===== src/hdl/assert_macros.svh =====
`ifndef ASSERT_MACROS_SVH
`define ASSERT_MACROS_SVH

// same-cycle implication, sampled on clk, off during rst
`define ASSERT_NOW(lbl, a, c, msg) \
  lbl: assert property (@(posedge clk) disable iff (rst) (a) |-> (c)) else $error(msg);

// next-cycle implication, sampled on clk, off during rst
`define ASSERT_NEXT(lbl, a, c, msg) \
  lbl: assert property (@(posedge clk) disable iff (rst) (a) |=> (c)) else $error(msg);

`endif


===== src/hdl/ppt_sqrt.sv =====
`default_nettype none
module ppt_sqrt #(
  parameter int RW = 25
) (
  input  wire logic            clk,
  input  wire logic            rst,
  input  wire logic            start,
  input  wire logic [2*RW-1:0] value,
  output logic      [RW-1:0]   root,
  output logic                 busy
);

  localparam int KW = $clog2(RW + 1);

  logic [2*RW-1:0] v;
  logic [RW:0]     rem;
  logic [KW-1:0]   cnt;
  logic [RW+2:0]   cur;
  logic [RW+2:0]   trial;
  logic            ge;

  // digit-by-digit root, one result bit per cycle
  assign cur = {rem, v[2*RW-1:2*RW-2]};
  assign trial = (RW+3)'({root, 2'b01});
  assign ge = cur >= trial;

  always_ff @(posedge clk) begin
    if (rst) begin
      busy <= 1'b0;
      cnt <= '0;
    end else if (start) begin
      busy <= 1'b1;
      cnt <= KW'(RW);
      v <= value;
      rem <= '0;
      root <= '0;
    end else if (busy) begin
      rem <= ge ? (RW+1)'(cur - trial) : (RW+1)'(cur);
      root <= {root[RW-2:0], ge};
      v <= {v[2*RW-3:0], 2'b00};
      cnt <= cnt - 1'b1;
      if (cnt == KW'(1)) begin
        busy <= 1'b0;
      end
    end
  end

  `include "assert_macros.svh"
  `ASSERT_NEXT(a_sq_busy, start, busy, "sqrt not busy after start")

endmodule
`default_nettype wire

===== config.mk =====
export PLATFORM = sky130hd
export DESIGN_NAME = ppt_sqrt
export DESIGN_NICKNAME = d
export VERILOG_FILES = /design/src/hdl/ppt_sqrt.sv
export VERILOG_INCLUDE_DIRS = /design/src /design/src/hdl
export SDC_FILE = /design/constraint.sdc
export NUM_CORES = 1
export LEC_CHECK = 0
export BUFFER_PORTS_ARGS = -buffer_cell sky130_fd_sc_hd__buf_2
export CAP_MARGIN = 20
export CORE_ASPECT_RATIO = 0.5
export CORE_MARGIN = 4
export CORE_UTILIZATION = 55
export CTS_CLUSTER_DIAMETER = 100
export CTS_CLUSTER_SIZE = 12
export DETAILED_ROUTE_END_ITERATION = 7
export GPL_TIMING_DRIVEN = 1
export PLACE_DENSITY_LB_ADDON = 0.3
export SYNTH_ARGS = -nofsm -noshare
export SYNTH_HDL_FRONTEND = slang
export SYNTH_SLANG_ARGS = --single-unit

===== constraint.sdc =====
create_clock -name clk -period 6.87 [get_ports clk]
set_input_delay 0.3435 -clock clk [delete_from_list [all_inputs] [get_ports clk]]
set_output_delay 0.3435 -clock clk [all_outputs]
set_load 0.02 [all_outputs]

* Word level (Yosys, flattened, before mapping)
Cells that the tools add are included.
** Cells by class
- Add/subtract/negate cells :: 2
- Multipliers :: 0
- Div/mod/pow operators :: 0
- $lt $le $gt $ge :: 1
- Equal/unequal tests :: 1
- Shift operators :: 0
- Muxes and demuxes :: 10
- Bitwise operators :: 1
- Reduce and logical (&&, ||, !) cells :: 3
** Operator list (count)
- $mux W50 :: 2
- $mux W26 :: 2
- $ge A28 B27 Y1 :: 1
- $sub A26 B26 Y26 :: 1
- $mux W25 :: 1
- $mux W5 :: 2
- $eq A5 B1 Y1 const B :: 1
- $sub A5 B1 Y5 const B :: 1
- $mux W1 :: 3
- $reduce_and A2 Y1 :: 1
- $reduce_bool A2 Y1 :: 1
- $reduce_or A2 Y1 :: 1
- $not A1 Y1 :: 1
** Word-level totals
- Flip-flop bits (word level) :: 107
- Latch bits :: 0
- Bits in writable memories :: 0
- Memory bits (read-only) :: 0
- Output and inout bits :: 26
- Memories :: 0

* Depth between registers and ports, before layout
- Depth in word-level cells :: 4
- Gate-level depth with buffers :: 12
- Depth with buffers taken out :: 9

* Least setup slack after synthesis
No wires, ideal clock.
- Kind :: input to register
- Start :: input start
- End :: register rem[0] (enable)
- Data arrival time :: 4901 ps
- Required time :: 6308 ps
- Path slack :: 1407 ps
- Stages :: 3
- Buffers on the path :: 1
- Cells stage by stage :: clkbuf_1 > nor2_1 > nor2_1
** Between the ends
- Longest elaborated chain between the ends :: 2
** Ends and longest elaborated chain
- from (decl) :: RTL line ppt_sqrt.sv:7 : input wire logic start,
- $reduce_bool A2 Y1 (no line)
- $reduce_and A2 Y1 (no line)
- to (signal assigned) :: RTL line ppt_sqrt.sv:38 : rem <= ge ? (RW+1)'(cur - trial) : (RW+1)'(cur);
- to (decl) :: RTL line ppt_sqrt.sv:16 : logic [RW:0] rem;
Every way passes these cells.
A chain may end at the register's enable or synchronous reset.

* Final worst setup path
- Start :: register root[7]
- End :: register rem[23], data pin
** Between the ends
- Longest elaborated chain between the ends :: 3
** Ends and longest elaborated chain
- from (decl) :: RTL line ppt_sqrt.sv:9 : output logic [RW-1:0] root,
- from (signal assigned) :: RTL line ppt_sqrt.sv:39 : root <= {root[RW-2:0], ge};
- $sub A26 B26 Y26 or $ge A28 B27 Y1 (tied branches) :: RTL line ppt_sqrt.sv:38, ppt_sqrt.sv:25
- $mux W26 (*) :: RTL line ppt_sqrt.sv:38
- $mux W26 (*) :: RTL line ppt_sqrt.sv:37 : end else if (busy) begin
Mark *: on every way between the ends. The rest lies on a longest branch, timed or not. The select of a mux whose other input is x is not followed.

==> results.sh <==
export IMPL_grt_max_degree=66
export IMPL_worst_pin_slew_ps=1080
export IMPL_rrSetupSlack_ps=3620
export IMPL_max_cap_violations=0
export IMPL_cp_required_ps=6980
export IMPL_synth_edf_count=101
export IMPL_synth_area_leaders="edfxtp_1, mux2_2, ha_1"
export IMPL_hold_viol=0
export IMPL_cts_resized=0
export IMPL_ios=79
export IMPL_switching_share_pct=29.3
export IMPL_routedWlPerCell_um=15.8
export IMPL_hold_class="in -> reg"
export IMPL_async_flop_share_pct=0
export IMPL_arrival_ps=3360
export IMPL_grt_busiest_layer="met2"
export IMPL_nets=653
export IMPL_die_y_um=80.8
export IMPL_p_per_area_nw_per_um2=258
export IMPL_synth_simple_area_share_pct=10.1
export IMPL_worstSetupPathType="reg -> reg"
export IMPL_mappedNetlistNets=581
export IMPL_cts_tree="yes"
export IMPL_die_area_sq_um=12400
export IMPL_drc=0
export IMPL_min_to="cnt[0]$_SDFFE_PP0N_"
export IMPL_start_util_pct=56.7
export IMPL_coreArea_sq_um=10300
export IMPL_hold_depth=2
export IMPL_synth_main_ff_cell="edfxtp_1"
export IMPL_grt_use_total_pct=18.7
export IMPL_grt_pass1_wl_um=18600
export IMPL_use_met1_pct=26.5
export IMPL_holdBufCountCts=0
export IMPL_port_buffers=78
export IMPL_yosys_cell_types_count=51
export IMPL_rows=26
export IMPL_detail_route_antenna_nets=0
export IMPL_worstReg2RegEnd="rem[23]$_SDFFCE_PP0P_"
export IMPL_synth_compound_area_share_pct=11.0
export IMPL_final_setup_viol_count=0
export IMPL_tns_ps=0
export IMPL_grt_overflow_total=0
export IMPL_gp_congestion=0.914
export IMPL_drive_gt1_share_pct=26.7
export IMPL_post_route_min_period_ps=3250
export IMPL_endpoint_kind="register"
export IMPL_seq_area_frac_synth_pct=54.1
export IMPL_synth_area_sq_um=5820
export IMPL_hpwl_um=7790
export IMPL_cts_sinks=107
export IMPL_peakVddDrop_mv=0.126
export IMPL_synth_xor_xnor_area_share_pct=3.31
export IMPL_insertion_delay_ps=350
export IMPL_synth_area_per_cell_sq_um=11.7
export IMPL_synth_top_family_by_area="multiplexers"
export IMPL_p_seq_share_pct=46.9
export IMPL_p_clk_share_pct=30.6
export IMPL_root_buffer="clkbuf_16"
export IMPL_intPower_uw=1210
export IMPL_finalClockSkew_ps=12.0
export IMPL_n_antenna_cell=0
export IMPL_routed_wl_um=11300
export IMPL_synth_largest_area_cell="edfxtp_1"
export IMPL_drt_initial_drc_count=331
export IMPL_areaGrowthSynthToFinish_pct=14.0
export IMPL_htreeDepth=3
export IMPL_clk_path_buf_depth=2
export IMPL_worstPathMaxFanout=13
export IMPL_min_from="rst"
export IMPL_max_slew_margin_rel_pct=27.7
export IMPL_viasPerCell=5.55
export IMPL_post_route_period_util_pct=47.3
export IMPL_switching_power_uw=502
export IMPL_whs_ps=259
export IMPL_yosysTopAreaCellShare_pct=52.1
export IMPL_cp_start_kind="register"
export IMPL_ys_ff_latch=107
export IMPL_rsz0062_at_grt="no"
export IMPL_antenna_found_initial=0
export IMPL_fmax_ghz=0.308
export IMPL_path_clk_slew_ps=80
export IMPL_maxSlewViolCount=0
export IMPL_dieWidth_um=154
export IMPL_synthTopCellsByCount="edfxtp_1, nor2_1, mux2_2"
export IMPL_yosys_warnings=0
export IMPL_rr_worst_depth=9
export IMPL_met3_usage_pct=5.64
export IMPL_drt_first_pass_iters=5
export IMPL_postCtsSetupBuffers=0
export IMPL_power_frac_comb_pct=22.5
export IMPL_cts_buffers=9
export IMPL_grtUsageMet2_pct=28.4
export IMPL_muxShareOfSynthArea_pct=11.3
export IMPL_first_global_vias=3861
export IMPL_vias=3974
export IMPL_synth_cells=499
export IMPL_synth_fa_ha_area_share_pct=6.23
export IMPL_worstReg2RegStart="root[7]$_SDFFCE_PP0P_"
export IMPL_status="completed"
export IMPL_synthMostInstantiatedCell="edfxtp_1"
export IMPL_p_leak_uw=0.00273
per-stage QoR:
step | setup slack (ps) | total power [uW] | cells | util (%) | area (sq um)
2_1_floorplan | 1410 | 1110 | 499 | - | 5820
6_report | 3620 | 1710 | 716 | 64.6 | 6640
3_5_place_dp | 3650 | 1200 | 699 | 61.5 | 6320
4_1_cts | 3620 | 1720 | 715 | 64.4 | 6620
5_1_grt | 3190 | 1810 | 716 | 64.6 | 6640
3_3_place_gp | 3750 | 1190 | 699 | 61.5 | 6320
layer usage:
| layer | share of wire, % | vias to the layer above |
|---|---|---|
| met5 | 0 | - |
| met4 | 0.81 | 0 |
| met3 | 6.8 | 11 |
| met2 | 45 | 120 |
| met1 | 48 | 1864 |
| li1 | - | 1979 |
state kept, by name, summed over array words and instances (netlist names):
register	count
cnt	5
rem	26
busy	1
v	50
root	25
how the worst max path moves through the flow:
stage	start	to	cells past startpoint
after floorplan	start	rem[0]$_SDFFCE_PP0P_	3
after global placement	root[0]$_SDFFCE_PP0P_	rem[23]$_SDFFCE_PP0P_	9
after detailed placement	root[7]$_SDFFCE_PP0P_	rem[23]$_SDFFCE_PP0P_	9
after CTS	root[7]$_SDFFCE_PP0P_	rem[23]$_SDFFCE_PP0P_	9
after global routing	root[7]$_SDFFCE_PP0P_	rem[23]$_SDFFCE_PP0P_	9
final	root[7]$_SDFFCE_PP0P_	rem[23]$_SDFFCE_PP0P_	9
layout make-up:
class	instances	area (sq um)
tap	140	175
fill	830	3640
clock buffer	10	239
inverter	35	131
multi-input combinational	337	2450
clock inverter	6	61.3
timing repair buffer	81	428
sequential	107	3150
critical path, cell delays in order, from the launching register on:
cell and delay (ps):
edfxtp_1 360, inv_1 70, ha_1 390, a211oi_1 300
o31ai_2 130, o21ai_0 370, nand3_1 160, a21oi_1 780
nor2_1 200, a31o_2 260
power by group through the flow:
stage / registers, uW / logic (uW) / clock network (uW)
2_1_floorplan: 828 / 284 / 0
3_3_place_gp: 817 / 370 / 0
3_5_place_dp: 818 / 378 / 0
4_1_cts: 804 / 381 / 538
5_1_grt: 809 / 431 / 566
6_report: 803 / 385 / 525
cell usage in the layout (no fill, tap or decap), types with 2 or more instances in the layout:
cell type	synthesis	final
edfxtp_1	101	101
buf_2	3	77
nor2_1	61	60
mux2_2	48	48
inv_1	35	35
a21oi_1	29	29
ha_1	29	29
nand2_1	22	22
o21ai_0	16	16
nand3_1	14	14
xor2_1	12	12
mux2i_1	12	12
a211oi_1	10	10
xnor2_1	10	10
a21o_1	9	9
clkbuf_16	0	9
nor3_1	7	7
o211ai_1	6	6
dfxtp_1	6	6
o21a_1	4	4
and3_1	4	4
or3_1	4	4
inv_8	0	4
nor2b_1	3	3
nand4_1	3	3
a31oi_1	3	3
or3b_1	3	3
and2_1	3	3
buf_4	2	3
a211o_1	2	2
a2111oi_0	2	2
o21bai_1	2	2
o21ai_1	2	2
cell families (layout without fill, tap and decap cells):
| logic type | Yosys count | in the layout |
|---|---|---|
| AO/OA/AOI/OAI | 98 | 98 |
| XOR/XNOR | 22 | 22 |
| adder cells (fa/ha/maj) | 29 | 29 |
| buffers and inverters | 55 | 132 |
| flip-flops | 107 | 107 |
| multiplexers | 60 | 60 |
| AND/OR/NAND/NOR | 128 | 128 |
Power figures use the tool's default switching activity.
