`src/hdl/assert_macros.svh`:
```
`ifndef ASSERT_MACROS_SVH
`define ASSERT_MACROS_SVH

// same-cycle implication, sampled on clk, off during rst
`define ASSERT_NOW(lbl, a, c, msg) \
  lbl: assert property (@(posedge clk) disable iff (rst) (a) |-> (c)) else $error(msg);

// next-cycle implication, sampled on clk, off during rst
`define ASSERT_NEXT(lbl, a, c, msg) \
  lbl: assert property (@(posedge clk) disable iff (rst) (a) |=> (c)) else $error(msg);

`endif

```
`src/hdl/ppt_div.sv`:
```
`default_nettype none
module ppt_div #(
  parameter int NW = 30,
  parameter int DW = 11
) (
  input  wire logic          clk,
  input  wire logic          rst,
  input  wire logic          start,
  input  wire logic [NW-1:0] dividend,
  input  wire logic [DW-1:0] divisor,
  output logic      [NW-1:0] quotient,
  output logic               busy
);

  localparam int KW = $clog2(NW + 1);

  logic [NW-1:0] n;
  logic [DW-1:0] d;
  logic [DW-1:0] rem;
  logic [KW-1:0] cnt;
  logic [DW:0]   trial;
  logic          ge;

  // restoring division, one quotient bit per cycle
  assign trial = {rem, n[NW-1]};
  assign ge = trial >= {1'b0, d};
  assign quotient = n;

  always_ff @(posedge clk) begin
    if (rst) begin
      busy <= 1'b0;
      cnt <= '0;
    end else if (start) begin
      busy <= 1'b1;
      cnt <= KW'(NW);
      n <= dividend;
      d <= divisor;
      rem <= '0;
    end else if (busy) begin
      rem <= ge ? DW'(trial - {1'b0, d}) : DW'(trial);
      n <= {n[NW-2:0], ge};
      cnt <= cnt - 1'b1;
      if (cnt == KW'(1)) begin
        busy <= 1'b0;
      end
    end
  end

  `include "assert_macros.svh"
  `ASSERT_NEXT(a_div_busy, start, busy, "divider not busy after start")
  `ASSERT_NOW(a_div_cnt, busy, cnt != '0, "divider busy with zero count")

endmodule
`default_nettype wire

```
`config.mk`:
```
export PLATFORM = sky130hd
export DESIGN_NAME = ppt_div
export DESIGN_NICKNAME = d
export VERILOG_FILES = /design/src/hdl/ppt_div.sv
export VERILOG_INCLUDE_DIRS = /design/src /design/src/hdl
export SDC_FILE = /design/constraint.sdc
export NUM_CORES = 1
export LEC_CHECK = 0
export BUFFER_PORTS_ARGS = -buffer_cell sky130_fd_sc_hd__buf_2
export CORE_ASPECT_RATIO = 1.25
export CORE_UTILIZATION = 42
export CTS_CLUSTER_DIAMETER = 50
export CTS_CLUSTER_SIZE = 28
export DETAILED_ROUTE_END_ITERATION = 10
export PLACE_DENSITY = 0.62
export SYNTH_ARGS = -nofsm -noshare
export SYNTH_HDL_FRONTEND = slang
export SYNTH_SLANG_ARGS = --single-unit
```
`constraint.sdc`:
```
create_clock -name clk -period 4.4 [get_ports clk]
set_input_delay 1.1 -clock clk [delete_from_list [all_inputs] [get_ports clk]]
set_output_delay 1.1 -clock clk [all_outputs]
set_load 0.03 [all_outputs]
```
[Word level (Yosys, flattened, before mapping)]
Index checks and enable logic that the tools add are counted.
Storage, ports and cells
  register bits: 58
  bits in latches: 0
  bits in writable memories: 0
  memory bits (read-only): 0
  bits of input ports: 44
  output and inout bits: 31
  word-level logic and storage cells: 24
  memories kept: 0
Cells by class
  add/sub/neg operators: 2
  $mul: 0
  div/mod/pow operators: 0
  $lt $le $gt $ge: 1
  equality and inequality tests: 1
  shifts and indexed selects: 0
  mux-type cells: 9
  bitwise operators: 1
  reductions and logical operators: 4
Operators with widths (count)
  30-bit two-way mux: 2
  11-bit two-way mux: 2
  12-bit by 11-bit >= comparator with 1-bit output: 1
  11-bit subtractor: 1
  5-bit two-way mux: 2
  5-bit by 1-bit equality test with 1-bit output (second input constant): 1
  5-bit by 1-bit subtractor with 5-bit output (second input constant): 1
  2-bit AND reduction: 2
  1-bit two-way mux: 3
  2-bit nonzero test: 1
  2-bit OR reduction: 1
  1-bit inverter: 1

[Longest topological paths before layout]
  depth after elaboration: 4
  mapped depth: 10

[Least setup slack after synthesis]
Ideal clock, no wire load.
  path type: input to register
  start point: input port start
  end point: register n[0] (netlist: quotient[0]), enable pin
  library setup time: 0.439 ns
  arrival: 3.211 ns
  setup slack: 0.749 ns
  stages on the path: 3
  path buffers: 1
  path through: buf_1 nor2_1 nor2_1
On the way
  cells in the longest elaborated chain, start to end: 2
RTL lines
  from (decl): line ppt_div.sv:8  | input wire logic start,
  2-bit nonzero test (no source line)
  2-bit AND reduction (no source line)
  to (signal assigned): line ppt_div.sv:36  | n <= dividend;
  to (signal assigned): line ppt_div.sv:41  | n <= {n[NW-2:0], ge};
  to (decl): line ppt_div.sv:17  | logic [NW-1:0] n;
No other way between the ends.
A chain may end at the register's enable or synchronous reset.

[Final worst setup path]
  start point: register n[29] (netlist: quotient[29])
  end point: register rem[10], data pin
On the way
  cells in the longest elaborated chain, start to end: 3
  elaborated cells on any way between the ends: 4
  classes of those cells: add/sub: 1; order compare: 1; mux: 2
RTL lines
  11-bit subtractor / 12-bit by 11-bit >= comparator with 1-bit output (equally long branches): line ppt_div.sv:40, ppt_div.sv:26
  11-bit two-way mux *: line ppt_div.sv:40  | rem <= ge ? DW'(trial - {1'b0, d}) : DW'(trial);
  11-bit two-way mux *: line ppt_div.sv:39  | end else if (busy) begin
  to (signal assigned): line ppt_div.sv:40
  to (decl): line ppt_div.sv:19  | logic [DW-1:0] rem;
Every way passes the cells marked *; elsewhere a longest branch is shown, timed or not. The select of a mux whose other input is x is not followed.

==> summary by stage <==
Yosys
After Yosys synthesis, full adders, half adders and majority gates account for between 6 and 7% of the synthesized area. The count of flip-flops with a built-in enable after synthesis is 52. Of all flip-flops after synthesis, the portion carrying an async set or reset was 0%.

The share of the synthesized area in compound gates (AO/OA/AOI/OAI) is 8.812%. Ranked by total cell area, the synthesized netlist is headed by sky130_fd_sc_hd__edfxtp_1 53%, sky130_fd_sc_hd__mux2_2 12%, sky130_fd_sc_hd__ha_1 5.5%. Synthesis inferred 58 register bits. Among all flip-flop cells after synthesis, the most frequent one is sky130_fd_sc_hd__edfxtp_1. Of the post-synthesis cell area, the dominant cell type holds between 50% and 60%. The count of unique library cells instantiated by Yosys is 38. The summed instance area of the synthesized netlist is between 0.002 and 0.003 mm2. The synthesized net count is 280.

The register area share after synthesis is a little under three fifths. Averaged over all synthesized cells, the footprint is 13.24 um2. The cell count after synthesis is about 220.

The share of the synthesized netlist area taken by xor and xnor gates is 2.980%. The number of warning messages in the yosys log is 0. The commonest cells after synthesis are 52 x sky130_fd_sc_hd__edfxtp_1, 31 x sky130_fd_sc_hd__mux2_2, 24 x sky130_fd_sc_hd__nor2_1, 19 x sky130_fd_sc_hd__inv_1, 13 x sky130_fd_sc_hd__ha_1. The library cell with the highest instance count after synthesis is sky130_fd_sc_hd__edfxtp_1.

The mux contribution to synthesized area is 13.58%. After synthesis, the largest family of logic cells by area is multiplexers. The cell accounting for the most synthesized area is sky130_fd_sc_hd__edfxtp_1.

The fraction of the mapped netlist area in simple logic gates is roughly 7.6%.

Hold path
The type of the worst min-delay path is reg2reg. The number of stages on the worst hold path is 1.

STA
The final setup TNS is 0 ps. Setup repair after global routing left no endpoint under its margin. The minimum clock period is between 2000 and 3000 ps. The clock skew is about 7.5 ps. On the final layout, the worst hold slack is approximately 570 ps. For the pin with the worst max-slew slack, the measured transition is approximately 1100 ps. The part of the cycle the worst path needs is 59.30%. The final number of hold-violating endpoints was 0.

The final-report max-slew violation count is 0. For this run, the top clock speed supported by timing is about 380 MHz. Measured against its own limit, the worst slew margin works out to between 20% and 30%. Setup violations remaining at the end of the flow were counted as 0.

Routing
The post-route DRC violation count is 0. The highest layer used for signal routing is met4. For this run, the detailed router's first-pass iteration total came to 5. The count of antenna-violating nets left after detailed routing is 0.

Detailed routing placed a total of about 2700 um of wire on met2. The routed via count is between 1,500 and 2,000. The detail-routed net length per standard cell is about 14 um. The mean number of vias per cell is 4.964. The total routed wire length on the met1 layer is between 2000 and 2500 um.

The first routing iteration left 100 violations. The total met3 wirelength after detailed routing is 425 um. After detailed routing, the total wire length is approximately 5500 um.

Clock network
In this run the post-CTS setup repair buffer count came out at 0. Counting the buffers created by CTS gives 9. TritonCTS built the clock tree. For the worst-skew pair, the clock arrives at the later sink with an insertion delay of 330 ps. The CTS clock-pin slew for the worst setup and hold paths is about 70 ps. The H-tree depth reported by CTS is 3.

The clock tree root driver cell is sky130_fd_sc_hd__clkbuf_8. The clock passes through at most 2 buffers. The number of sinks on the clock net is between 50 and 60. After clock tree synthesis, the flow added hold-fix buffers numbering 0. The number of instances resized during post-cts repair is 0.

Die
In this run the horizontal extent of the chip is 76.82 um. The floorplan step set the die height to 95.53 um. The boundary pin count is 75.

The number of placement rows is 33. The die covers 0.007338 mm2. The initial core utilization is between 40 and 50%. The placeable core area is about 0.0066 mm2.

Setup path
In this run the worst path has a maximum fanout of 14. The worst setup path is launched from a flop. The arrival time at the worst endpoint is around 2700 ps.

The critical path start-end classification is reg2reg. STA classifies the critical path endpoint as a flop. The number of cell instances on the worst register-to-register path is 9. For the worst setup path, the data required time is approximately 4500 ps.

Pwr
For this design the ratio of total power to cell area is about 390 mW/mm2. The net switching power is between 400 and 500 uW. The power after layout is 1394 uW.

The share of total power dissipated in the clock network is 27.8%. In this run switching power makes up between 20% and 30% of total power. The combinational power share is 23.4%. The worst-case vdd ir drop is between 0.2 and 0.25 mV. The analysis attributes to cell leakage a power of 0.001462 uW. The relative contribution of sequential cells to total power is between 40% and 50%. The internal power contribution is a little under 1000 uW.

Global route
The via count of the first global-routing pass came to just over 2,000. The number of antenna violations at the first check in global routing is 0. The first-pass GRT wire length is 8928 um. The aggregate global-route resource usage is about 16%. The total global routing overflow is 0.

The largest net degree at the start of global routing is 42.

Final layout
The layout-stage area growth over the synthesis result is 20.77%. The post-layout utilization of the core is 53.40%. In the final design database the tool counted ~360 nets.

The post-route netlist has about two fifths of its cells at a drive strength greater than 1. Summing all non-filler instances in the final layout gives an area of 0.003550 mm2. The number of antenna diodes in the final layout is 0.

Placed design
The count of buffers added on input and output ports is between 70 and 80. The post-placement cell area is 0.003400 mm2. The detailed-placement wirelength estimate is between 3000 and 4000 um. The global placer's final weighted congestion is between 0.7 and 0.8.

Job
The tool flagged a number of max-cap violations equal to 0.

Run status
The run finished with clean final reports.
## registers in the layout, summed over array words and instances (netlist names)
name,flops
d,11
busy,1
quotient,30
rem,11
cnt,5
## critical path, stage by stage, from the launching register on
cell and delay, ps:
sky130_fd_sc_hd__edfxtp_1 380, sky130_fd_sc_hd__inv_1 80, sky130_fd_sc_hd__ha_1 190, sky130_fd_sc_hd__fa_1 210, sky130_fd_sc_hd__nand2b_1 140, sky130_fd_sc_hd__a21o_1 220
sky130_fd_sc_hd__a21oi_4 90, sky130_fd_sc_hd__o21ai_2 630, sky130_fd_sc_hd__nor2_1 160, sky130_fd_sc_hd__a32o_1 260
## power by group through the flow
stage / logic, uW / registers (uW) / clock network, uW
2_1_floorplan: 217 / 726 / 0
3_3_place_gp: 326 / 691 / 0
3_5_place_dp: 328 / 692 / 0
4_1_cts: 330 / 681 / 400
5_1_grt: 358 / 685 / 423
6_report: 326 / 681 / 388
## metal layers
metal  vias up  track usage (%)
met3         9            6.220
met1       910            17.63
li1        965                -
met2        62            27.31
met4         0            8.974
met5         -                0
## kinds of logic (layout without fill, tap and decap cells)
logic type,after synthesis,in the layout
compound gates,32,32
fa+ha+maj,14,14
buf+inv,26,109
xor+xnor,10,10
flops,58,58
simple gates,46,46
mux,36,36
## cell usage in the layout (no fill, tap or decap), drive strengths merged, types with 2 or more instances in the layout
| cell | count |
|---|---|
| o21ai | 6 |
| dfxtp | 6 |
| a21oi | 8 |
| inv | 19 |
| nor2 | 24 |
| xnor2 | 9 |
| nor2b | 3 |
| o211ai | 2 |
| ha | 13 |
| nand2 | 5 |
| a211oi | 2 |
| buf | 75 |
| o21a | 4 |
| nor3 | 5 |
| a21o | 4 |
| nand4 | 2 |
| mux2i | 5 |
| mux2 | 31 |
| edfxtp | 52 |
| clkinv | 4 |
| nand2b | 2 |
| clkbuf | 10 |
## stage by stage
step	std cells	setup WS, ps
floorplan	222	749.3
global placement	377	1673
detailed placement	377	1667
CTS	392	1781
global route	392	1591
finish	392	1791
## final cells by class
| class | instances | area (um2) |
|---|---|---|
| Fill cell | 603 | 3098 |
| Clock inverter | 5 | 22.52 |
| Clock buffer | 10 | 127.6 |
| Timing Repair Buffer | 75 | 377.9 |
| Inverter | 19 | 71.32 |
| Tap cell | 87 | 108.9 |
| Sequential cell | 58 | 1682 |
| Multi-Input combinational cell | 138 | 1160 |
## path summary, 6_finish.rpt
path	from	to	slack, ps
max reg2reg	quotient[29]$_DFFE_PP_	rem[10]$_SDFFCE_PP0P_	1790
min	quotient[20]$_DFFE_PP_	quotient[21]$_DFFE_PP_	570
min reg2reg	quotient[20]$_DFFE_PP_	quotient[21]$_DFFE_PP_	570
max	quotient[29]$_DFFE_PP_	rem[10]$_SDFFCE_PP0P_	1790
Power figures use the tool's default switching activity.
