File: src/hdl/assert_macros.svh
`ifndef ASSERT_MACROS_SVH
`define ASSERT_MACROS_SVH

// same-cycle implication, sampled on clk, off during rst
`define ASSERT_NOW(lbl, a, c, msg) \
  lbl: assert property (@(posedge clk) disable iff (rst) (a) |-> (c)) else $error(msg);

// next-cycle implication, sampled on clk, off during rst
`define ASSERT_NEXT(lbl, a, c, msg) \
  lbl: assert property (@(posedge clk) disable iff (rst) (a) |=> (c)) else $error(msg);

`endif

File: src/hdl/ppt_ram.sv
`default_nettype none
module ppt_ram #(
  parameter int W = 8,
  parameter int D = 16,
  parameter int AW = (D > 1) ? $clog2(D) : 1
) (
  input  wire logic          clk,
  input  wire logic          we,
  input  wire logic [AW-1:0] waddr,
  input  wire logic [W-1:0]  wdata,
  input  wire logic [AW-1:0] raddr,
  output logic      [W-1:0]  rdata
);

  logic [W-1:0] mem [D];

  always_ff @(posedge clk) begin
    if (we) begin
      mem[waddr] <= wdata;
    end
    rdata <= mem[raddr];
  end

endmodule
`default_nettype wire

File: config.mk
export PLATFORM = sky130hd
export DESIGN_NAME = ppt_ram
export DESIGN_NICKNAME = d
export VERILOG_FILES = /design/src/hdl/assert_macros.svh /design/src/hdl/ppt_ram.sv
export SDC_FILE = /design/constraint.sdc
export NUM_CORES = 1
export LEC_CHECK = 0
export BUFFER_PORTS_ARGS = -buffer_cell sky130_fd_sc_hd__buf_2
export CAP_MARGIN = 30
export CORE_ASPECT_RATIO = 0.6
export CORE_MARGIN = 3
export CORE_UTILIZATION = 45
export DETAILED_ROUTE_END_ITERATION = 8
export PLACE_DENSITY_LB_ADDON = 0.25
export SETUP_SLACK_MARGIN = 0.5
export SLEW_MARGIN = 20
export SYNTH_ARGS = -nofsm -noshare
export SYNTH_HDL_FRONTEND = slang
export SYNTH_SLANG_ARGS = --single-unit
export TNS_END_PERCENT = 20
File: constraint.sdc
create_clock -name clk -period 2.29 [get_ports clk]
set_input_delay 0.229 -clock clk [delete_from_list [all_inputs] [get_ports clk]]
set_output_delay 0.229 -clock clk [all_outputs]
set_load 0.01 [all_outputs]
Word-level counts from Yosys, hierarchy flattened
Memory sizes are Yosys's and may differ from the RTL's. A register that Yosys moved wholly into a read port is not among the register bits.
Index checks and enable logic that the tools add are counted.

cells by class
  muxes and demuxes = 2

operators by type and width
  kind               number
  two-way mux 1 bit  2

storage, ports and cells
  register bits after elaboration = 0
  RAM bits = 128
  input bits = 18
  output and inout port bits = 8
  logic and storage cells = 3
  memories kept = 1

memory list
  memory  words  bits a word  read ports  clocked after Yosys merged registers in  write ports  line           text
  mem     16     8            1           1                                        1            ppt_ram.sv:15  logic [W-1:0] mem [D];

Longest topological paths before layout
Gate-level depths: netlist of run 1.

  word-level depth = 2
  gate-level depth with buffers = 5
  depth with buffers taken out = 3

Least setup slack after synthesis of run 1
OpenSTA, ideal clock, no wires.

  path type = input -> register
  start = input port waddr[2]
  end = memory mem[0][0], enable pin
  library setup time = 0.383 ns
  arrival time = 1.339 ns
  required time = 1.907 ns
  setup slack = 0.568 ns
  stages = 2
  buffers on the path = 0
  cell sequence = or3b_2 -> nor3_1

RTL lines
  element          line           text
  start, declared  ppt_ram.sv:9   input wire logic [AW-1:0] waddr,
  end, declared    ppt_ram.sv:15

No word-level cell before the write port.

==> qor.txt, run 1 <==
CP bufs+invs: 0
GR Layer Usage met1: 26.8%
worst-path cell chain: mux4_1 -> a22oi_1 -> nand2_1
DRT iter0 DRCs: 150
RR Startpoint: mem[9][4]
CTS tree: done
post-CTS setup buffers: 0
Top delay family on crit path: multiplexers
Core Area: 0.0108 mm²
number of global-route vias before repair: 2,532
post-CTS sizing: 0
FF-to-FF setup slack: 0.97 ns
Final ANT Viol Nets: 0
CP max stage cell: mux4_1
Slew @ Worst Pin: 0.676 ns
worst setup path end: rdata[4]
total congestion overflow: 0
DRT Pass-1 Iters: 4
Ys Warns: 0
Nets: 301
Clk pwr share: 45.4%
Yosys reg bits: 136
Via density: 5.59
Max-slew headroom: 54.8%
hpwl dp: 6.37 mm
PortBufs: 25
Synthesized Nets: 247
area grow syn2layout: 18.3%
initial core utilization: 47.4%
clk sinks: 136
slowest stage delay, CP: 0.55 ns
initial antenna violation count: 0
die area: 0.0128 mm²
Final Routed Wirelength: 9.64 mm
Switching Share: 20.0%
largest net degree at the start of global routing: 33
I/O pins: 26
Levels on crit path: 3
met2 usage: 23.7%
CP endpoint kind: flop
cell area after synthesis: 0.00515 mm²
Crit path arrival time: 1.61 ns
internal power: 0.00448 W
H-tree depth: 4
commonest non-fill, non-tap cells in the layout: edfxtp_1 (128), buf_2 (25), buf_4 (19)
Die Wd: 144 µm
combinational share of power: 4.5%
reg2reg path depth: 3
Vias: 2,433
Netlist cell types: 19
Fin. Hold Viols: 0
Req. time, crit path: 2.58 ns
final count of pins violating max slew: 0
Leak: 2.07 nW
DRC: 0
Avg Cell Area, Syn: 22.5 µm²
worst-case clock buffer depth: 2
Clock Pin Slew Worst Setup and Hold Paths: 0.06 ns
die height: 88.8 µm
global routing's busiest layer: met1
crit path launch: mem[9][4]
root buffer cell: clkbuf_16
startpoint class of the critical path: flop
M3 GR Usage: 4.21%
fmax: 756 MHz
Ant. Diodes: 0
Tcrit/Tclk final: 57.7%
RSZ-0062 raised after global routing: no
max cap viols: 0
commonest non-fill, non-tap cell in the layout: edfxtp_1
PwrDens: 921 mW/mm²
crit path max fanout: 1
global-route wire length before repair: 15.1 mm
RD Place Congestion: 0.739
CTS Hold Buffers Added: 0
Setup Viol. Count Final: 0
Hold Crit Class: input port to flop
Setup WS pre-CTS: 0.613 ns
P_sw: 0.00112 W
Reg power frac: 50.0%
Avg WL per Cell: 22.2 µm
Seq/Total Area, Yosys: 77.8%
Worst Setup Path Type: flop to flop
Num CTS Buffers: 17
worst-skew pair later-pin latency: 0.40 ns
gr usage total: 17.2%
Max VDD drop: 679 µV
cells after synthesis: 229
final worst setup slack: 0.968 ns
share of layout cells above drive strength 1: 31.8%
Site Rows: 29
Final Cell Area: 0.00609 mm²
clk_skew: 0.00764 ns
reg2reg end: rdata[4]
setup TNS: 0 ns
Tmin final: 1.32 ns
dpl cell area: 0.00552 mm²
status: completed
[worst min path at each step]
| stage | startpoint | endpoint | cells after the start |
|---|---|---|---|
| global route | wdata[2] | mem[2][2] | 1 |
| floorplan | wdata[0] | mem[0][0] | 0 |
| finish | wdata[2] | mem[2][2] | 1 |
| global placement | wdata[2] | mem[5][2] | 1 |
| CTS | wdata[2] | mem[14][2] | 1 |
| detailed placement | wdata[2] | mem[7][2] | 1 |
[flip-flops by register name, summed over array words and instances, names as in the netlist]
signal,count
mem,128
rdata,8
[layout make-up]
class	instances	area, µm²
Tap cell	139	174
Clock buffer	19	433
Fill cell	809	4760
Multi-Input combinational cell	83	1060
Clock inverter	13	131
Sequential cell	136	4000
Timing Repair Buffer	45	288
[routing by layer]
| metal | vias up | routed length, µm |
|---|---|---|
| li1 | 1085 | - |
| met1 | 1249 | 4550 |
| met2 | 89 | 4120 |
| met3 | 10 | 867 |
| met4 | 0 | 104 |
| met5 | - | 0 |
[cell usage after synthesis, drive strengths merged]
cell	n	area share, %
dfxtp	8	3.1
or3b	1	0.17
and2b	1	0.15
clkdlybuf4s25	3	0.58
edfxtp	128	75
nand3b	2	0.29
nand2b	2	0.24
a22oi	16	2.3
buf	7	1.1
and2	1	0.12
nand3	1	0.097
nand2	9	0.66
mux4	32	15
nor2b	1	0.12
nor2	13	0.95
nor3	4	0.39
[stage by stage]
stage | power [W] | utilization (%) | hold slack (ns) | std cells
3_3_place_gp | 0.00311 | 50.9 | 0.618 | 403
5_1_grt | 0.00581 | 56.1 | 0.214 | 435
2_1_floorplan | 0.00300 | - | 0.328 | 229
4_1_cts | 0.00567 | 56.1 | 0.192 | 435
6_report | 0.00560 | 56.1 | 0.205 | 435
3_5_place_dp | 0.00312 | 50.9 | 0.618 | 403
[power groups by stage]
stage	registers [W]	logic (W)	clock network, W
after floorplan	0.00285	0.000141	0
after global placement	0.00285	0.000255	0
after detailed placement	0.00286	0.000260	0
after CTS	0.00280	0.000261	0.00261
after global routing	0.00281	0.000283	0.00272
final	0.00280	0.000255	0.00255
[cell families (layout without fill, tap and decap cells)]
group | count (synthesis) | in the layout | synth area share [%]
and+or+nand+nor | 35 | 35 | 3.18
muxes | 32 | 32 | 15.0
AOI/OAI and AO/OA | 16 | 16 | 2.33
DFF | 136 | 136 | 77.8
buffers and inverters | 10 | 77 | 1.68
No activity file was read; power rests on OpenSTA's default activity.
==> run 2: changes to the inputs <==
clock period = 1.1 ns   (was 2.29 ns; I/O delays follow)
==> run 2 against run 1 <==
Compared with the run above:
- the flow now finishes with violations (setup timing)
- cell count rose by 2.1%
- final area rose by 6.9%
- via count rose by 1.4%
- first-iteration DRC count rose by 56%
- global-route usage fell by 0.24 points
- non-clock buffer count rose by 9
- total power rose by 120%
- routed wire length rose by 1.6%
- die area did not move
- critical path type unchanged
- largest cell class unchanged
- highest routed layer unchanged
==> qor.txt, run 2 (synthesized netlist as in run 1, its figures left out) <==
status: finished, violations left
failing checks: setup timing
DRC: 0
fin cells: 444
gr usage total: 17.0%
area grow syn2layout: 26.4%
PwrDens: 1880 mW/mm²
CP endpoint kind: flop
max cap viols: 0
Slew @ Worst Pin: 1.05 ns
fmax: 808 MHz
multi-input gate area in the final layout: 0.00118 mm²
final core utilization: 60.0%
Ant. Diodes: 0
die area: 0.0128 mm²
Final ANT Viol Nets: 0
final count of pins violating max slew: 0
Num CTS Buffers: 17
Placed Cells: 410
RD Place Congestion: 0.753
Largest register FFs: 128
Site Rows: 29
DRT iter0 DRCs: 234
Die Wd: 144 µm
Crit path arrival time: 1.52 ns
Hold Worst Slack: 0.0845 ns
clk sinks: 136
commonest non-fill, non-tap cells in the layout: edfxtp_1 (128), mux4_2 (32), buf_2 (19)
hpwl dp: 6.28 mm
Req. time, crit path: 1.38 ns
Max-slew headroom: 29.6%
Final Routed Wirelength: 9.80 mm
RSZ-0062 raised after global routing: yes
CTS Hold Buffers Added: 0
Leak: 2.16 nW
FF-to-FF setup slack: -0.14 ns
largest net degree at the start of global routing: 18
crit path max fanout: 1
Worst Setup Path Type: flop to flop
Avg WL per Cell: 22.1 µm
Via density: 5.56
Setup Viol. Count Final: 8
root buffer cell: clkbuf_16
Tcrit/Tclk final: 113%
Hold Crit Class: input port to flop
worst-case clock buffer depth: 2
I/O pins: 26
CTS tree: done
number of global-route vias before repair: 2,573
Core Area: 0.0108 mm²
Vias: 2,468
largest register by flop count: mem
initial antenna violation count: 0
Fin. Hold Viols: 0
H-tree depth: 4
commonest non-fill, non-tap cell in the layout: edfxtp_1
total congestion overflow: 0
DRT Pass-1 Iters: 4
worst-skew pair later-pin latency: 0.41 ns
Max VDD drop: 1520 µV
final worst setup slack: -0.138 ns
Tmin final: 1.24 ns
Largest regs: mem x128, rdata x8
clk_skew: 0.00706 ns
die height: 88.8 µm
number of fill cells in the layout: 763
startpoint class of the critical path: flop
initial core utilization: 47.4%
PortBufs: 25
setup TNS: -0.948 ns
share of layout cells above drive strength 1: 48.5%
Setup WS pre-CTS: -0.347 ns
FF+latch area: 0.00401 mm²
Clock Pin Slew Worst Setup and Hold Paths: 0.06 ns
Nets: 310
global-route wire length before repair: 15.4 mm
[run 2: changes by cell type in the layout (fill, tap and decap cells not counted), sizes merged]
cell      delta
buf          +9
bufinv       +1
clkbuf       +4
clkinv       -1
clkinvlp     -4
[run 2: worst paths after layout]
| kind | endpoint | from | cells past startpoint |
|---|---|---|---|
| setup / recovery | rdata[5] | mem[3][5] | 3 |
| hold / removal | mem[0][1] | wdata[1] | 1 |
| hold reg to reg | rdata[7] | mem[15][7] | 3 |
| setup reg to reg | rdata[5] | mem[3][5] | 3 |
[run 2: final cells by class]
| type | count | share of cell area, % |
|---|---|---|
| sequential | 136 | 61.6 |
| multi-input combinational | 83 | 18.1 |
| timing repair buffer | 54 | 8.42 |
| clock buffer | 23 | 7.34 |
| tap | 139 | 2.67 |
| clock inverter | 9 | 1.86 |
[run 2: per-stage QoR]
step	power, W	cell area (µm²)
2_1_floorplan	0.00626	5150
3_3_place_gp	0.00652	5650
3_5_place_dp	0.00654	5650
4_1_cts	0.0123	6450
5_1_grt	0.0126	6510
6_report	0.0122	6510
[run 2: routing by layer]
| layer | global-route usage (%) | share of wire (%) | up-vias | wire, µm |
|---|---|---|---|---|
| met2 | 23.5 | 45 | 71 | 4420 |
| met4 | 4.19 | 0.45 | 0 | 44 |
| met3 | 5.83 | 6.0 | 9 | 587 |
| met5 | 0 | 0 | - | 0 |
| met1 | 26.0 | 48 | 1305 | 4740 |
| li1 | - | - | 1083 | - |
[run 2: worst max-delay path: stages, from the launching register on]
cell      delay [ns]
edfxtp_1        0.35
mux4_2          0.48
a22oi_2         0.19
nand2_1         0.09
[run 2: repair_timing]
item / CTS / global route
pin swaps: 22 / 18
gates resized for setup: 48 / 14
buffers inserted: 1 / 1
setup endpoints to repair: 144 / 144
gates cloned: 0 / 0
[run 2: report_power, final]
| group | switching (W) | internal, W | total (W) |
|---|---|---|---|
| Combinational | 0.000364 | 0.000331 | 0.000695 |
| Sequential | 0.0000356 | 0.00580 | 0.00583 |
| Clock | 0.00196 | 0.00372 | 0.00568 |
==> run 3: changes to the inputs <==
CORE_ASPECT_RATIO = unset   (was 0.6)
==> run 3 against run 2 <==
Compared with the run above:
- the flow still finishes with violations (setup timing)
- critical path depth stayed put
- total power increased by 0.97%
- utilization shrank 0.73 points
- combinational power barely moved
- clock power is 2% higher
- register-to-register slack got worse by 0.09 ns
- fmax down 6.8%
- routed wire length shrank 0.99%
- critical path type unchanged
- critical endpoint is now rdata[6]
==> qor.txt, run 3 (synthesized netlist as in run 1, its figures left out) <==
status: finished, violations left
failing checks: setup timing
worst-path cell chain: mux4_2 -> a22oi_2 -> nand2_1
Final Cell Area: 0.00654 mm²
final worst setup slack: -0.228 ns
CP endpoint kind: flop
initial antenna violation count: 1
DRT Pass-1 Iters: 4
max cap viols: 0
Die Wd: 113 µm
CP bufs+invs: 0
die area: 0.0128 mm²
Num CTS Buffers: 17
commonest non-fill, non-tap cells in the layout: edfxtp_1 (128), mux4_2 (31), buf_6 (22)
DRC: 0
Largest regs: mem x128, rdata x8
total chip power: 0.0123 W
clk_skew: 0.00431 ns
Placed Cells: 417
gr usage total: 16.9%
Tcrit/Tclk final: 121%
Site Rows: 38
dpl cell area: 0.00568 mm²
number of global-route vias before repair: 2,690
PwrDens: 1890 mW/mm²
I/O pins: 26
Hold Crit Class: input port to flop
commonest non-fill, non-tap cell in the layout: edfxtp_1
total congestion overflow: 0
global-route wire length before repair: 15.4 mm
Setup Viol. Count Final: 8
Via density: 5.54
Crit path arrival time: 1.61 ns
PortBufs: 25
Slew @ Worst Pin: 0.801 ns
Vias: 2,493
Largest register FFs: 128
Hold Worst Slack: 0.0850 ns
worst-case clock buffer depth: 2
share of layout cells above drive strength 1: 47.7%
startpoint class of the critical path: flop
worst-skew pair later-pin latency: 0.41 ns
Clock Pin Slew Worst Setup and Hold Paths: 0.05 ns
Fin. Hold Viols: 0
Worst Setup Path Type: flop to flop
Tmin final: 1.33 ns
H-tree depth: 4
hpwl dp: 6.15 mm
Avg WL per Cell: 21.6 µm
clk sinks: 136
fmax: 753 MHz
die height: 113 µm
Leak: 2.19 nW
CTS tree: done
Max-slew headroom: 46.5%
setup TNS: -1.32 ns
DRT iter0 DRCs: 213
initial core utilization: 46.7%
Final ANT Viol Nets: 0
Core Area: 0.0110 mm²
largest net degree at the start of global routing: 21
largest register by flop count: mem
Nets: 315
RD Place Congestion: 0.721
Final Routed Wirelength: 9.70 mm
area grow syn2layout: 27.0%
Top delay family on crit path: multiplexers
Max VDD drop: 989 µV
Ant. Diodes: 0
root buffer cell: clkbuf_16
crit path max fanout: 1
slowest stage delay, CP: 0.52 ns
final count of pins violating max slew: 0
CP max stage cell: mux4_2
RSZ-0062 raised after global routing: yes
fin cells: 450
Req. time, crit path: 1.39 ns
-- run 3: worst paths after layout --
check	from	slack, ns	cells after the start	end
worst min register to register	mem[12][7]	0.67	3	rdata[7]
worst max-delay path	mem[3][6]	-0.23	3	rdata[6]
worst min-delay path	wdata[3]	0.09	1	mem[9][3]
worst max register to register	mem[3][6]	-0.23	3	rdata[6]
-- run 3: routing by layer --
| layer | wire length (µm) | vias up | global-route usage (%) | share of wire, % |
|---|---|---|---|---|
| met5 | 7 | - | 0 | 0.072 |
| met2 | 5040 | 65 | 27.1 | 52 |
| met3 | 449 | 20 | 5.08 | 4.6 |
| met1 | 3970 | 1310 | 21.6 | 41 |
| li1 | - | 1096 | - | - |
| met4 | 234 | 2 | 7.13 | 2.4 |
-- run 3: layout make-up --
class                      count  area, µm²
fill                         784       4490
sequential                   136       4010
multi-input combinational     83       1150
timing repair buffer          59        588
clock buffer                  19        433
clock inverter                13        179
tap                          140        175
-- run 3: timing repair --
action / CTS / global route
buffers inserted: 1 / 0
resized for setup: 46 / 13
hold buffers: 0 / 0
endpoints found under the setup margin: 144 / 144
pin swaps: 16 / 14
-- run 3: power by group --
part / internal (W) / total, W / leakage (nW) / switching, W
Combinational: 0.000342 / 0.000693 / 0.673 / 0.000351
Sequential: 0.00580 / 0.00585 / 1.22 / 0.0000455
Clock: 0.00377 / 0.00578 / 0.292 / 0.00201
Total: 0.00992 / 0.0123 / 2.19 / 0.00241
-- run 3: worst register-to-register path: cells and delay by family, from the launching register on --
| kind | cells | cell delay [ns] |
|---|---|---|
| mux | 1 | 0.52 |
| flops | 1 | 0.40 |
| compound gates | 1 | 0.19 |
| simple gates | 1 | 0.09 |
-- run 3: metrics by stage --
step / setup WS, ns / utilization [%]
after floorplan: -0.113 / -
after global routing: -0.261 / 59.3
after detailed placement: -0.457 / 51.5
after global placement: -0.464 / 51.5
after CTS: -0.240 / 58.8
final: -0.228 / 59.3
